**src/design/aist_pkg.sv**
```systemverilog
// aist_pkg: shared types, register codes and constants for the analog input
// scale or trigger block
// no dependencies
`timescale 1ns / 1ps
`default_nettype none

package aist_pkg;

    // input sample width default
    localparam int SAMPLE_BITS_DEF = 10;

    // field widths
    localparam int IN_W   = 11;
    localparam int OUT_W  = 16;

    // datapath widths of the linear map
    localparam int DIN_W  = IN_W + 1;              // clamped sample minus floor
    localparam int DOUT_W = OUT_W + 1;             // out_high minus out_low
    localparam int PROD_W = DIN_W + DOUT_W;        // signed product
    localparam int DVD_W  = PROD_W - 2;            // product magnitude bits
    localparam int DVS_W  = IN_W;                  // span magnitude bits
    localparam int QUO_W  = OUT_W + 1;             // used quotient bits

    // configuration port
    localparam int APB_AW = 5;
    localparam int APB_DW = 32;

    // register reset values
    localparam logic [IN_W-1:0]         IN_LOW_RST   = IN_W'(0);
    localparam logic [IN_W-1:0]         IN_HIGH_RST  = IN_W'(1024);
    localparam logic signed [OUT_W-1:0] OUT_LOW_RST  = OUT_W'(0);
    localparam logic signed [OUT_W-1:0] OUT_HIGH_RST = OUT_W'(1023);

    // register indexes
    typedef enum logic [2:0] {
        REG_ENABLED  = 3'd0,
        REG_MODE     = 3'd1,
        REG_IN_LOW   = 3'd2,
        REG_IN_HIGH  = 3'd3,
        REG_OUT_LOW  = 3'd4,
        REG_OUT_HIGH = 3'd5
    } reg_idx_t;

    // channel mode
    typedef enum logic {
        MODE_SCALE   = 1'b0,
        MODE_TRIGGER = 1'b1
    } mode_t;

    // configuration bundle
    typedef struct packed {
        logic                    enabled;
        mode_t                   mode;
        logic [IN_W-1:0]         in_low;
        logic [IN_W-1:0]         in_high;
        logic signed [OUT_W-1:0] out_low;
        logic signed [OUT_W-1:0] out_high;
    } cfg_t;

    // sequencer states
    typedef enum logic [2:0] {
        S_IDLE,
        S_EVAL,
        S_START,
        S_DIV,
        S_WRITE
    } state_t;

endpackage

`default_nettype wire

```
**src/design/analog_input_scale_or_trigger_top.sv**
```systemverilog
// analog_input_scale_or_trigger_top: one analog channel, linear range map or
// hysteresis trigger, with sequencer, multiplier and divider
// depends on aist_pkg, aist_regs, aist_div
// sequence: trigger mode evaluates, then writes; scale mode evaluates, sets up
//   the sign, runs 27 divider steps, takes the done and writes; a zero span
//   skips the divider; one request at a time, taken in idle after the result
//   has moved to the output register
// reset: rst_n async active low clears control, state, output and configuration registers to defaults
`timescale 1ns / 1ps
`default_nettype none

module analog_input_scale_or_trigger_top
    import aist_pkg::*;
#(
    parameter int SAMPLE_BITS = SAMPLE_BITS_DEF
)
(
    input  wire logic                   clk,
    input  wire logic                   rst_n,
    // configuration port
    input  wire logic                   psel,
    input  wire logic                   penable,
    input  wire logic                   pwrite,
    input  wire logic [APB_AW-1:0]      paddr,
    input  wire logic [APB_DW-1:0]      pwdata,
    output logic      [APB_DW-1:0]      prdata,
    output logic                        pready,
    // sample channel
    input  wire logic                   in_valid,
    output logic                        in_ready,
    input  wire logic [SAMPLE_BITS-1:0] sample,
    // result channel
    output logic                        out_valid,
    input  wire logic                   out_ready,
    output logic signed [OUT_W-1:0]     level,
    output logic                        note_off,
    output logic                        changed
);

    localparam int CMP_W = (SAMPLE_BITS > IN_W) ? SAMPLE_BITS : IN_W;

    cfg_t   cfg;
    state_t state_reg, state_next;

    // sequencer outputs
    logic   div_start;
    logic   out_load;

    // channel state
    logic signed [OUT_W-1:0] last_level_reg;
    logic                    below_floor_reg;
    logic                    armed_reg;

    // working registers
    logic [SAMPLE_BITS-1:0]   sample_reg;
    logic signed [PROD_W-1:0] prod_reg;
    logic signed [DIN_W-1:0]  span_reg;
    logic                     neg_reg;
    logic signed [OUT_W-1:0]  res_level_reg;
    logic                     res_below_reg;
    logic                     res_armed_reg;
    logic                     res_chg_reg;

    // output register
    logic                    out_valid_reg;
    logic signed [OUT_W-1:0] level_reg;
    logic                    note_off_reg;
    logic                    changed_reg;

    // evaluate-stage logic
    logic [CMP_W-1:0]         s_ext, lo_ext, hi_ext;
    logic                     s_below, s_above, s_at_high;
    logic [IN_W-1:0]          v_clamp;
    logic signed [DIN_W-1:0]  d_in;
    logic signed [DOUT_W-1:0] d_out;
    logic signed [PROD_W-1:0] prod;
    logic signed [DIN_W-1:0]  span;

    // divider interface
    logic [PROD_W-1:0] prod_mag;
    logic [DIN_W-1:0]  span_mag;
    logic              div_busy;
    logic              div_done;
    logic [DVD_W-1:0]  div_quo;

    // level from quotient
    logic signed [QUO_W:0]   q_signed;
    logic signed [QUO_W:0]   lvl_sum;
    logic signed [OUT_W-1:0] lvl_new;
    logic                    lvl_chg;

    aist_regs u_regs (
        .clk     (clk),
        .rst_n   (rst_n),
        .psel    (psel),
        .penable (penable),
        .pwrite  (pwrite),
        .paddr   (paddr),
        .pwdata  (pwdata),
        .prdata  (prdata),
        .pready  (pready),
        .cfg     (cfg)
    );

    aist_div #(
        .NUM_W (DVD_W),
        .DEN_W (DVS_W)
    ) u_div (
        .clk      (clk),
        .rst_n    (rst_n),
        .start    (div_start),
        .dividend (prod_mag[DVD_W-1:0]),
        .divisor  (span_mag[DVS_W-1:0]),
        .busy     (div_busy),
        .done     (div_done),
        .quotient (div_quo)
    );

    // compares, clamp and product operands
    assign s_ext     = CMP_W'(sample_reg);
    assign lo_ext    = CMP_W'(cfg.in_low);
    assign hi_ext    = CMP_W'(cfg.in_high);
    assign s_below   = s_ext < lo_ext;
    assign s_above   = s_ext > hi_ext;
    assign s_at_high = s_ext >= hi_ext;
    assign v_clamp   = s_below ? cfg.in_low : (s_above ? cfg.in_high : s_ext[IN_W-1:0]);
    assign d_in      = $signed({1'b0, v_clamp}) - $signed({1'b0, cfg.in_low});
    assign d_out     = $signed({cfg.out_high[OUT_W-1], cfg.out_high})
                     - $signed({cfg.out_low[OUT_W-1], cfg.out_low});
    assign prod      = d_in * d_out;
    assign span      = $signed({1'b0, cfg.in_high}) - $signed({1'b0, cfg.in_low});

    // magnitudes for the divider
    assign prod_mag = prod_reg[PROD_W-1] ? PROD_W'(-prod_reg) : PROD_W'(prod_reg);
    assign span_mag = span_reg[DIN_W-1] ? DIN_W'(-span_reg) : DIN_W'(span_reg);

    // signed quotient plus floor output
    assign q_signed = neg_reg ? -$signed({1'b0, div_quo[QUO_W-1:0]})
                              : $signed({1'b0, div_quo[QUO_W-1:0]});
    assign lvl_sum  = $signed({{2{cfg.out_low[OUT_W-1]}}, cfg.out_low}) + q_signed;
    assign lvl_new  = lvl_sum[OUT_W-1:0];
    assign lvl_chg  = (lvl_new != last_level_reg) || (res_below_reg != below_floor_reg);

    // state register
    always_ff @(posedge clk or negedge rst_n)
    begin
        if (!rst_n)
            state_reg <= S_IDLE;
        else
            state_reg <= state_next;
    end

    // next state and sequencer outputs
    always_comb
    begin
        state_next = state_reg;
        in_ready   = 1'b0;
        div_start  = 1'b0;
        out_load   = 1'b0;
        unique case (state_reg)
            S_IDLE:
            begin
                in_ready = 1'b1;
                if (in_valid)
                    state_next = S_EVAL;
            end
            S_EVAL:
            begin
                if (!cfg.enabled)
                    state_next = S_IDLE;
                else if (cfg.mode == MODE_TRIGGER)
                    state_next = S_WRITE;
                else
                    state_next = S_START;
            end
            S_START:
            begin
                if (span_reg == '0)
                    state_next = S_WRITE;
                else
                begin
                    div_start  = 1'b1;
                    state_next = S_DIV;
                end
            end
            S_DIV:
            begin
                if (div_done)
                    state_next = S_WRITE;
            end
            S_WRITE:
            begin
                if (!out_valid_reg || out_ready)
                begin
                    out_load   = 1'b1;
                    state_next = S_IDLE;
                end
            end
            default:
                state_next = S_IDLE;
        endcase
    end

    // working datapath
    always_ff @(posedge clk)
    begin
        if (in_valid && in_ready)
            sample_reg <= sample;

        unique case (state_reg)
            S_EVAL:
            begin
                prod_reg      <= prod;
                span_reg      <= span;
                res_armed_reg <= armed_reg;
                res_level_reg <= last_level_reg;
                res_chg_reg   <= 1'b0;
                if (cfg.mode == MODE_TRIGGER)
                begin
                    res_below_reg <= below_floor_reg;
                    if (s_at_high)
                    begin
                        if (!armed_reg)
                        begin
                            res_armed_reg <= 1'b1;
                            res_level_reg <= OUT_W'(1);
                            res_chg_reg   <= 1'b1;
                        end
                    end
                    else if (s_below)
                    begin
                        if (armed_reg)
                        begin
                            res_armed_reg <= 1'b0;
                            res_level_reg <= '0;
                            res_chg_reg   <= 1'b1;
                        end
                    end
                end
                else
                    res_below_reg <= s_below;
            end
            S_START:
            begin
                neg_reg <= prod_reg[PROD_W-1] ^ span_reg[DIN_W-1];
                // zero span maps every sample to the floor output
                if (span_reg == '0)
                begin
                    res_level_reg <= cfg.out_low;
                    res_chg_reg   <= (cfg.out_low != last_level_reg)
                                  || (res_below_reg != below_floor_reg);
                end
            end
            S_DIV:
            begin
                if (div_done)
                begin
                    res_level_reg <= lvl_new;
                    res_chg_reg   <= lvl_chg;
                end
            end
            default: ;
        endcase
    end

    // channel state and output register
    always_ff @(posedge clk or negedge rst_n)
    begin
        if (!rst_n)
        begin
            last_level_reg  <= '0;
            below_floor_reg <= 1'b0;
            armed_reg       <= 1'b0;
            out_valid_reg   <= 1'b0;
            level_reg       <= '0;
            note_off_reg    <= 1'b0;
            changed_reg     <= 1'b0;
        end
        else if (out_load)
        begin
            last_level_reg  <= res_level_reg;
            below_floor_reg <= res_below_reg;
            armed_reg       <= res_armed_reg;
            out_valid_reg   <= 1'b1;
            level_reg       <= res_level_reg;
            note_off_reg    <= res_below_reg;
            changed_reg     <= res_chg_reg;
        end
        else if (out_ready)
            out_valid_reg <= 1'b0;
    end

    assign out_valid = out_valid_reg;
    assign level     = level_reg;
    assign note_off  = note_off_reg;
    assign changed   = changed_reg;

    // divider is never running while a new request can enter
    a_idle_div: assert property (@(posedge clk) disable iff (!rst_n)
        in_ready |-> !div_busy)
        else $error("divider busy while idle");

    // divider finishes only while the sequencer waits for it
    a_done_state: assert property (@(posedge clk) disable iff (!rst_n)
        div_done |-> (state_reg == S_DIV))
        else $error("divider done outside wait state");

    // divider never starts on a zero span
    a_span_nonzero: assert property (@(posedge clk) disable iff (!rst_n)
        div_start |-> (span_reg != '0))
        else $error("divide by zero started");

    // channel state moves only when a result is written out
    a_state_hold: assert property (@(posedge clk) disable iff (!rst_n)
        !out_load |=> ($stable(armed_reg) && $stable(last_level_reg)
                       && $stable(below_floor_reg)))
        else $error("channel state changed without a result");

endmodule

`default_nettype wire

```
**src/design/aist_regs.sv**
```systemverilog
// aist_regs: configuration register file behind the APB-style port
// depends on aist_pkg
`timescale 1ns / 1ps
`default_nettype none

module aist_regs
    import aist_pkg::*;
(
    input  wire logic              clk,
    input  wire logic              rst_n,
    input  wire logic              psel,
    input  wire logic              penable,
    input  wire logic              pwrite,
    input  wire logic [APB_AW-1:0] paddr,
    input  wire logic [APB_DW-1:0] pwdata,
    output logic      [APB_DW-1:0] prdata,
    output logic                   pready,
    output cfg_t                   cfg
);

    cfg_t     cfg_reg;
    logic     wr_en;
    reg_idx_t idx;

    // address decode
    assign idx    = reg_idx_t'(paddr[APB_AW-1:2]);
    assign wr_en  = psel && penable && pwrite;
    assign pready = 1'b1;
    assign cfg    = cfg_reg;

    // register writes
    always_ff @(posedge clk or negedge rst_n)
    begin
        if (!rst_n)
        begin
            cfg_reg.enabled  <= 1'b0;
            cfg_reg.mode     <= MODE_SCALE;
            cfg_reg.in_low   <= IN_LOW_RST;
            cfg_reg.in_high  <= IN_HIGH_RST;
            cfg_reg.out_low  <= OUT_LOW_RST;
            cfg_reg.out_high <= OUT_HIGH_RST;
        end
        else if (wr_en)
        begin
            unique case (idx)
                REG_ENABLED:  cfg_reg.enabled  <= pwdata[0];
                REG_MODE:     cfg_reg.mode     <= mode_t'(pwdata[0]);
                REG_IN_LOW:   cfg_reg.in_low   <= pwdata[IN_W-1:0];
                REG_IN_HIGH:  cfg_reg.in_high  <= pwdata[IN_W-1:0];
                REG_OUT_LOW:  cfg_reg.out_low  <= pwdata[OUT_W-1:0];
                REG_OUT_HIGH: cfg_reg.out_high <= pwdata[OUT_W-1:0];
                default:      ;
            endcase
        end
    end

    // read mux
    always_comb
    begin
        unique case (idx)
            REG_ENABLED:  prdata = {{(APB_DW-1){1'b0}}, cfg_reg.enabled};
            REG_MODE:     prdata = {{(APB_DW-1){1'b0}}, cfg_reg.mode};
            REG_IN_LOW:   prdata = {{(APB_DW-IN_W){1'b0}}, cfg_reg.in_low};
            REG_IN_HIGH:  prdata = {{(APB_DW-IN_W){1'b0}}, cfg_reg.in_high};
            REG_OUT_LOW:  prdata = {{(APB_DW-OUT_W){1'b0}}, cfg_reg.out_low};
            REG_OUT_HIGH: prdata = {{(APB_DW-OUT_W){1'b0}}, cfg_reg.out_high};
            default:      prdata = '0;
        endcase
    end

endmodule

`default_nettype wire

```
**src/design/aist_div.sv**
```systemverilog
// aist_div: iterative restoring divider for unsigned magnitudes, one
// quotient bit per cycle
// depends on aist_pkg
`timescale 1ns / 1ps
`default_nettype none

module aist_div
    import aist_pkg::*;
#(
    parameter int NUM_W = DVD_W,
    parameter int DEN_W = DVS_W
)
(
    input  wire logic             clk,
    input  wire logic             rst_n,
    input  wire logic             start,
    input  wire logic [NUM_W-1:0] dividend,
    input  wire logic [DEN_W-1:0] divisor,
    output logic                  busy,
    output logic                  done,
    output logic      [NUM_W-1:0] quotient
);

    localparam int CNT_W = $clog2(NUM_W + 1);

    logic [NUM_W-1:0] dvd_reg;
    logic [DEN_W-1:0] dvs_reg;
    logic [DEN_W-1:0] rem_reg;
    logic [CNT_W-1:0] cnt_reg;
    logic             busy_reg;
    logic             done_reg;

    logic [DEN_W:0]   rem_sh;
    logic [DEN_W:0]   rem_diff;
    logic             ge;

    // one restoring step
    assign rem_sh   = {rem_reg, dvd_reg[NUM_W-1]};
    assign ge       = rem_sh >= {1'b0, dvs_reg};
    assign rem_diff = rem_sh - {1'b0, dvs_reg};

    // control
    always_ff @(posedge clk or negedge rst_n)
    begin
        if (!rst_n)
        begin
            busy_reg <= 1'b0;
            done_reg <= 1'b0;
            cnt_reg  <= '0;
        end
        else
        begin
            done_reg <= 1'b0;
            if (start)
            begin
                busy_reg <= 1'b1;
                cnt_reg  <= CNT_W'(NUM_W);
            end
            else if (busy_reg)
            begin
                cnt_reg <= cnt_reg - CNT_W'(1);
                if (cnt_reg == CNT_W'(1))
                begin
                    busy_reg <= 1'b0;
                    done_reg <= 1'b1;
                end
            end
        end
    end

    // datapath: quotient bits shift into the low end of the dividend
    always_ff @(posedge clk)
    begin
        if (start)
        begin
            dvd_reg <= dividend;
            dvs_reg <= divisor;
            rem_reg <= '0;
        end
        else if (busy_reg)
        begin
            dvd_reg <= {dvd_reg[NUM_W-2:0], ge};
            rem_reg <= ge ? rem_diff[DEN_W-1:0] : rem_sh[DEN_W-1:0];
        end
    end

    assign busy     = busy_reg;
    assign done     = done_reg;
    assign quotient = dvd_reg;

endmodule

`default_nettype wire
```
**config.mk**
```make
export PLATFORM = sky130hd
export DESIGN_NAME = analog_input_scale_or_trigger_top
export DESIGN_NICKNAME = d
export VERILOG_FILES = /design/src/design/aist_pkg.sv /design/src/design/analog_input_scale_or_trigger_top.sv /design/src/design/aist_regs.sv /design/src/design/aist_div.sv
export SDC_FILE = /design/constraint.sdc
export NUM_CORES = 1
export LEC_CHECK = 0
export ABC_CLOCK_PERIOD_IN_PS = 14650
export CAP_MARGIN = 20
export CORE_MARGIN = 2
export CORE_UTILIZATION = 55
export DETAILED_ROUTE_END_ITERATION = 6
export DONT_BUFFER_PORTS = 1
export GPL_TIMING_DRIVEN = 1
export PLACE_DENSITY_LB_ADDON = 0.1
export REMOVE_ABC_BUFFERS = 1
export SYNTH_ARGS = -nofsm -noshare
export SYNTH_HDL_FRONTEND = slang
export SYNTH_SLANG_ARGS = --single-unit
```
**constraint.sdc**
```tcl
create_clock -name clk -period 14.65 [get_ports clk]
set_clock_uncertainty 0.15 [all_clocks]
set_input_delay 1.465 -clock clk [delete_from_list [all_inputs] [get_ports clk]]
set_output_delay 1.465 -clock clk [all_outputs]
set_load 0.05 [all_outputs]
```
### Yosys cells after proc, flatten, opt, wreduce, memory -nomap -nowiden

Cells that the tools add are included.

* flip-flop bits (word level): 206
* input port bits: 54
* output and inout port bits: 53
* logic and storage cells: 130

* $add $sub $neg: 9
* multipliers: 1
* magnitude comparators: 4
* eq/ne operators: 17
* multiplexer cells: 51
* bitwise operators: 1
* reductions and logical operators: 21

Operator list (count)
* $mux W16: 8
* $pmux W16 S6: 1
* $mux W27: 3
* $pmux W16 S3: 1
* $mux W11: 4
* $ne A16 B16 Y1: 2
* $mul A12 B17 Y29: 1
* $neg A27 Y27: 1
* $mux W1: 24
* $sub A11 B11 Y12: 2
* $mux W3: 6
* $sub A16 B16 Y17: 1
* $add A16 B16 Y16: 1
* $neg A16 Y16: 1
* $pmux W3 S5: 1
* $eq A3 B2 Y1 const B: 4
* $ge A12 B11 Y1: 1
* $logic_not A12 Y1: 1
* $reduce_and A2 Y1: 6
* $ge A10 B11 Y1: 1
* $gt A10 B11 Y1: 1
* $lt A10 B11 Y1: 1
* $neg A11 Y11: 1
* $sub A11 B11 Y11: 1
* other kinds (17): 30

### Longest topological paths before layout

Gate-level depths: netlist (run 1).

* depth in word-level cells: 7
* gate-level depth with buffers: 44

### By module

From an unflattened synthesis (run 1), not the netlist that was laid out.

* cell total of the unflattened synthesis: 2165
* area, all modules: 21107.7 um2

By module, submodules not included
* analog_input_scale_or_trigger_top: instances 1, cells each 1734, area each 15484.9 um2, sequential area each 2677.6 um2
* aist_div: instances 1, cells each 235, area each 2925.3 um2, sequential area each 1536.5 um2
* aist_regs: instances 1, cells each 196, area each 2697.6 um2, sequential area each 1415.1 um2

### Least setup slack after synthesis (run 1)

No wires, ideal clock.

* path kind: register to register
* start point: register u_regs.cfg_reg (netlist bit u_regs.cfg[33])
* end point: register prod_reg[26], data pin
* arrival time: 9.875 ns
* data required time: 14.242 ns
* path slack: 4.367 ns
* cell stages (with the launch flop): 42
* path buffers: 2
* clock period less this slack: 10.283 ns
* cells stage by stage: dfrtp_1 > inv_1 > ha_1 > nor2b_1 > o21a_1 > o21ai_0 > a21oi_1 > o21ai_0 > a211oi_1 > clkbuf_1 > nand2_1 > o211ai_1 > o21ai_0 > ha_1 > fa_1 > nor2b_1 > o21ai_0 > a21boi_0 > [6 not listed] > or2_2 > fa_1 > fa_1 > inv_1 > fa_1 > fa_1 > inv_1 > fa_1 > inv_1 > ha_1 > a21o_1 > o31ai_1 > nand2_1 > a221oi_1 > a21oi_1 > a41oi_1 > nor2b_1 > xnor2_1

* longest elaborated chain between the ends: 5

Ends and longest elaborated chain
* start, declared: line aist_regs.sv:21 `cfg_t cfg_reg;`
* $gt A10 B11 Y1: line analog_input_scale_or_trigger_top.sv:124 `assign s_above = s_ext > hi_ext;`
* $mux W11 (*) (2 in a row): line analog_input_scale_or_trigger_top.sv:126 `assign v_clamp = s_below ? cfg.in_low : (s_above ? cfg.in_high : s_ext[IN_W-1:0]);`
* $sub A11 B11 Y12 (*): line analog_input_scale_or_trigger_top.sv:127 `assign d_in = $signed({1'b0, v_clamp}) - $signed({1'b0, cfg.in_low});`
* $mul A12 B17 Y29 (*): line analog_input_scale_or_trigger_top.sv:130 `assign prod = d_in * d_out;`
* named net prod[26]: line analog_input_scale_or_trigger_top.sv:76 `logic signed [PROD_W-1:0] prod;`
* end signal, assigned: line analog_input_scale_or_trigger_top.sv:213 `prod_reg <= prod;`
* end, declared: line analog_input_scale_or_trigger_top.sv:56 `logic signed [PROD_W-1:0] prod_reg;`

Mark *: on every way through the listed nets, which the timed path passes. The rest lies on a longest branch.
A chain may end at the register's enable or synchronous reset.

### Worst setup path in the final report (run 1)

* start point: register u_regs.cfg_reg (netlist bit u_regs.cfg[44])
* end point: register prod_reg[26], data pin

* longest elaborated chain between the ends: 4

Ends and longest elaborated chain
* $lt A10 B11 Y1: line analog_input_scale_or_trigger_top.sv:123 `assign s_below = s_ext < lo_ext;`
* $mux W11: line analog_input_scale_or_trigger_top.sv:126
* $sub A11 B11 Y12 (*): line analog_input_scale_or_trigger_top.sv:127
* $mul A12 B17 Y29 (*): line analog_input_scale_or_trigger_top.sv:130
* named net prod[26]: line analog_input_scale_or_trigger_top.sv:76

Marks and branches as above.

==> results.toml, run 1 <==
[sta]
worst_pin_slew_ns = 1.129
tns_ns = 0
setup_viol = 0
min_period_ns = 11.92
rsz0062_at_grt = "false"
hold_viol_final = 0
fmax_mhz = 83.91
period_share_pct = 81.35
slew_viol_final = 0
slew_headroom_pct = 25.86

[floorplanning]
core_mm2 = 0.03740
die_w_um = 198.2
die_area_mm2 = 0.03928
initial_core_util_pct = 55.45
die_y_um = 198.2
boundaryPins = 107
rows = 71

[cts]
clockBufferDepth = 3
cts_resized = 0
cts_hold_buf = 0
numCtsBuffers = 27
cts_setup_buffers = 0
root_buffer = "clkbuf_16"
cts_max_level = 1
cts.clk_slew.worst_paths_ns = 0.06
clock_latency_ns = 0.58
cts.sinks = 205
cts_tree = "yes"

[worst_setup_path]
crit_path_max_fanout = 17
crit_required_ns = 14.82
cp-start-kind = "flop"
cp_slowest_stage_delay_ns = 0.61
cp-end-kind = "flop"
arrival_ns = 12.09
slowest_stage = "a2111oi_0"
path_class = "reg2reg"
cp_common_cell = "fa_1"

[layout]
post-route-util_pct = 59.66
drive_gt1_share_pct = 8.423
area_growth_syn_to_layout_pct = 7.583
antenna_cells = 0
nets = 2595
fillerInstances = 3246
largest_reg_flops = 56

[yosys]
ys_ff_latch = 205
synthCells = 2213
avgSynthCellArea_um2 = 9.372
synth_top_area_cell = "fa_1"
ys_top_cells_by_area = "fa_1, edfxtp_1, dfrtp_1"
synth_xor_area_share_pct = 5.894
synth_top_area_share_pct = 18.73
synth_area_mm2 = 0.02074
synth-main-ff-cell = "edfxtp_1"
ys.warnings.count = 0
synth_edf_count = 108
async_flop_share_pct = 41.95
ys_seq_area_share_pct = 27.14
synthAdderAreaFrac_pct = 27.65
muxShareOfSynthArea_pct = 5.381
synth_compound_area_share_pct = 11.35
yosysUniqueCellTypes = 78
synth-simple-area-share_pct = 14.47
synth_top_family_by_area = "adder cells"

[routing]
num_vias = 15280
drt_wl_total_um = 51470
drc = 0
wl_per_cell_um = 18.84
drtIter0Drc = 837
firstDrtPassIters = 7
via_per_inst = 5.594
ant_nets = 0

[global_route]
grt_max_degree = 87
grt_pass1_vias = 15600
overflow = 0
track_usage_pct = 27.35
grt_pass1_wl_um = 83510
antenna_found_initial = 0

[job]
drv_cap = 0

[worst_hold_path]
hp-class = "reg2reg"

[status]
status = "finished clean"

[placed_design]
hpwlAfterDp_um = 40620
portBuffers = 0
place_congestion = 0.9135
placed cells by master (no fill, tap or decap), types with 7 or more instances in the layout:
| cell type | synthesis | final |
|---|---|---|
| inv_1 | 332 | 332 |
| nand2_1 | 237 | 237 |
| fa_1 | 194 | 194 |
| ha_1 | 148 | 148 |
| o21ai_0 | 121 | 121 |
| nor2_1 | 123 | 121 |
| edfxtp_1 | 108 | 108 |
| xnor2_1 | 90 | 89 |
| dfrtp_1 | 75 | 75 |
| a21oi_1 | 70 | 70 |
| nor3_1 | 56 | 53 |
| mux2i_1 | 53 | 53 |
| mux2_2 | 50 | 50 |
| xor2_1 | 47 | 47 |
| nand2b_1 | 48 | 47 |
| buf_4 | 17 | 38 |
| nor2b_1 | 32 | 32 |
| clkbuf_16 | 0 | 27 |
| nand3_1 | 26 | 26 |
| a21o_1 | 22 | 22 |
| o31ai_1 | 17 | 17 |
| conb_1 | 2 | 17 |
| and2_1 | 16 | 16 |
| or2_2 | 14 | 14 |
| o22ai_1 | 13 | 13 |
| or3_1 | 13 | 13 |
| nor3b_1 | 13 | 13 |
| a21boi_0 | 12 | 12 |
| a211oi_1 | 15 | 12 |
| and3_1 | 11 | 11 |
| dfxtp_1 | 11 | 11 |
| dfstp_2 | 11 | 11 |
| o21a_1 | 9 | 9 |
| o2bb2ai_1 | 9 | 9 |
| a31oi_1 | 9 | 9 |
| or4_1 | 7 | 7 |
stage by stage:
step | hold slack (ns) | area [um2] | worst slack (ns) | instances
after detailed placement | 0.3011 | 21340 | 2.829 | 2680
after floorplan | 0.2867 | 20370 | 3.642 | 2131
after CTS | 0.3103 | 22300 | 2.761 | 2730
after global routing | 0.3259 | 22310 | 2.064 | 2731
after global placement | 0.2970 | 21320 | 3.013 | 2677
final | 0.3111 | 22310 | 2.732 | 2731
Yosys cell counts (48+ instances only):
master,number
inv_1,332
nand2_1,237
fa_1,194
ha_1,148
nor2_1,123
o21ai_0,121
edfxtp_1,108
xnor2_1,90
clkbuf_1,75
dfrtp_1,75
a21oi_1,70
nor3_1,56
mux2i_1,53
mux2_2,50
nand2b_1,48
area by class of cell:
cell class / instances / area (um2) / area share, %
multi-input cells: 1594 / 13540 / 60.70
flip-flops and latches: 205 / 5629 / 25.23
inverters: 332 / 1246 / 5.585
clock buffers: 32 / 704.4 / 3.157
well taps: 511 / 639.4 / 2.865
repair buffers: 39 / 299.0 / 1.340
clock inverters: 18 / 251.5 / 1.127
worst max-delay path, delay by kind of cell, from the launching register on:
family	cells	cell delay [ns]
AOI/OAI and AO/OA	20	5.52
buffers and inverters	5	0.53
DFF	1	0.49
and+or+nand+nor	4	0.85
adders and majority gates	9	4.00
xor gates and xnor gates	1	0.08
cells by family after synthesis:
family,Yosys count
AOI/OAI and AO/OA,366
xor gates and xnor gates,138
muxes,104
buffers and inverters,429
and+or+nand+nor,627
DFF,205
adders and majority gates,342
other,2
per-layer routing:
| metal | vias up | track usage [%] | wire length, um |
|---|---|---|---|
| li1 | 7336 | - | - |
| met4 | 0 | 8.131 | 1670 |
| met1 | 7496 | 34.55 | 21630 |
| met3 | 82 | 4.514 | 2940 |
| met5 | - | 0 | 0 |
| met2 | 363 | 48.12 | 25220 |
path summary, 6_finish.rpt:
path                              startpoint           endpoint  slack (ns)  cells after the start
max                           u_regs.cfg[44]       prod_reg[26]        2.73                     39
min                        u_div.rem_reg[10]  u_div.rem_reg[10]        0.31                      2
max reg2reg                   u_regs.cfg[44]       prod_reg[26]        2.73                     39
min reg2reg                u_div.rem_reg[10]  u_div.rem_reg[10]        0.31                      2
max in group asynchronous              rst_n      u_regs.cfg[6]       13.69                      0
min in group asynchronous              rst_n           level[1]        0.43                      0
Power of run 1 is left out: the tool's default activity adds up to more than one toggle a clock period on the data nets, which glitch-free logic cannot reach.
==> inputs of run 2 (changes only) <==
--- a/config.mk
+++ b/config.mk
@@ -5,7 +5,8 @@
 export SDC_FILE = /design/constraint.sdc
 export NUM_CORES = 1
 export LEC_CHECK = 0
-export ABC_CLOCK_PERIOD_IN_PS = 14650
+export ABC_AREA = 1
+export ABC_CLOCK_PERIOD_IN_PS = 11400
 export CAP_MARGIN = 20
 export CORE_MARGIN = 2
 export CORE_UTILIZATION = 55
==> constraint.sdc (replaced) <==
create_clock -name clk -period 11.4 [get_ports clk]
set_clock_uncertainty 0.15 [all_clocks]
set_input_delay 1.14 -clock clk [delete_from_list [all_inputs] [get_ports clk]]
set_output_delay 1.14 -clock clk [all_outputs]
set_load 0.05 [all_outputs]
==> results.toml, run 2 <==
[worst_setup_path]
path_class = "reg2reg"
cp_slowest_stage_delay_ns = 0.57
crit_family = "adder cells"
crit_required_ns = 11.53
cp-start-kind = "flop"
cp_common_cell = "a21oi_1"
crit_path_max_fanout = 17
arrival_ns = 10.13
ff2ff_setup_slack_ns = 1.40
slowest_stage = "fa_1"
cp-end-kind = "flop"
path_buf_inv = 6

[yosys]
ys_top_cells_by_area = "fa_1, edfxtp_1, nand2_1"
synth_area_mm2 = 0.02071
synth_top_area_share_pct = 18.75
yosysUniqueCellTypes = 70
synthCells = 2537
async_flop_share_pct = 41.95
ys_ff_latch = 205
yosysMostFrequentCell = "nand2_1"
synthTopCellsByCount = "nand2_1, inv_1, fa_1"
ys.warnings.count = 0
synth_top_area_cell = "fa_1"
ys_seq_area_share_pct = 27.18
synth_edf_count = 108
synth-main-ff-cell = "edfxtp_1"
avgSynthCellArea_um2 = 8.163

[routing]
drc = 0
ant_nets = 0
drtIter0Drc = 1174
drt_wl_total_um = 53350
wl_per_cell_um = 17.43
via_per_inst = 5.364
num_vias = 16420
firstDrtPassIters = 6

[global_route]
grt_max_degree = 87
track_usage_pct = 28.62
overflow = 0
antenna_found_initial = 0
grt_pass1_wl_um = 86890
grt_pass1_vias = 16390

[cts]
cts.sinks = 205
cts_max_level = 1
cts_tree = "yes"
cts_setup_buffers = 0
clockBufferDepth = 3
cts.clk_slew.worst_paths_ns = 0.06
numCtsBuffers = 24
clock_latency_ns = 0.54
root_buffer = "clkbuf_16"
cts_hold_buf = 0
cts_resized = 0

[sta]
tns_ns = 0
fmax_mhz = 100.0
setup_ws_ns = 1.400
hold_viol_final = 0
slew_viol_final = 0
worst_pin_slew_ns = 0.9865
setup_viol = 0
slew_headroom_pct = 33.91
min_period_ns = 10.00
rsz0062_at_grt = "false"
period_share_pct = 87.72

[floorplanning]
boundaryPins = 107
die_y_um = 198.0
rows = 71
initial_core_util_pct = 55.37
die_area_mm2 = 0.03922
core_mm2 = 0.03740
die_w_um = 198.0

[layout]
area_growth_syn_to_layout_pct = 6.676
largest_reg_flops = 56
nets = 2928
regArea_mm2 = 0.005629
final_cell_mix = "nand2_1, inv_1, fa_1, nor2_1, ha_1"
antenna_cells = 0
layout_commonest_cell = "nand2_1"
drive_gt1_share_pct = 5.686
multiInputGateArea_mm2 = 0.01282
fillerInstances = 3443

[placed_design]
dpl_worst_slack_ns = 1.493
portBuffers = 0
hpwlAfterDp_um = 43060
place_congestion = 0.9266

[job]
drv_cap = 0

[worst_hold_path]
hp-class = "in2async"

[status]
status = "finished clean"
## run 2: changes by cell type after synthesis, moves of 48 or more
cell      delta
a21oi_1     +49
inv_1      +171
mux2i_1     -52
nand3_1     +57
mux2_2      -48
nand2b_1    -48
nand2_1    +306
nor2_1      +68
## run 2: per-layer routing
metal,global-route usage (%),up-vias,routed length (um)
li1,-,7974,-
met1,37.83,7901,22700
met2,48.70,463,25900
met3,4.820,82,3341
met4,7.964,0,1411
met5,0,-,0
## run 2: through the flow
step / instances / util [%] / hold slack (ns) / area (um2)
after floorplan: 2471 / - / 0.2789 / 20360
after global placement: 3015 / 56.85 / 0.2984 / 21260
after detailed placement: 3016 / 56.92 / 0.3141 / 21290
after CTS: 3060 / 59.04 / 0.1279 / 22080
after global routing: 3061 / 59.07 / 0.1266 / 22090
final: 3061 / 59.07 / 0.1505 / 22090
## run 2: worst paths after layout
path	startpoint	to	depth (start not counted)
max	u_regs.cfg[49]	prod_reg[28]	35
min	rst_n	u_div.cnt_reg[1]	0
max reg2reg	u_regs.cfg[49]	prod_reg[28]	35
min reg2reg	u_div.rem_reg[6]	u_div.rem_reg[6]	2
max in group asynchronous	rst_n	u_regs.cfg[7]	0
min in group clk	u_div.rem_reg[6]	u_div.rem_reg[6]	2
## run 2: layout make-up
cell class,count,share of cell area [%]
multi-input cells,1755,58.05
clock inverters,12,0.5381
well taps,511,2.894
clock buffers,32,3.041
repair buffers,35,1.297
flip-flops and latches,205,25.48
inverters,511,8.694
## run 2: worst reg2reg max path: cells and delay by family, from the launching register on
family	cells	cell delay (ns)
adder cells (fa/ha/maj)	8	3.67
AO/OA/AOI/OAI	13	2.70
AND/OR/NAND/NOR	7	1.47
buffers and inverters	6	0.94
XOR/XNOR	1	0.42
flip-flops	1	0.38
## run 2: cells by family (layout without fill, tap and decap cells)
family          Yosys count  in the layout  synth area share (%)
buf+inv                 592            590                 11.25
simple gates            911            911                 18.20
fa+ha+maj               342            342                 27.70
other cells               2             17               0.03627
mux                       3              3                0.1571
xor+xnor                106            106                 4.773
flops                   205            205                 27.18
compound gates          376            376                 10.70
Power of run 2 is left out for the same reason.
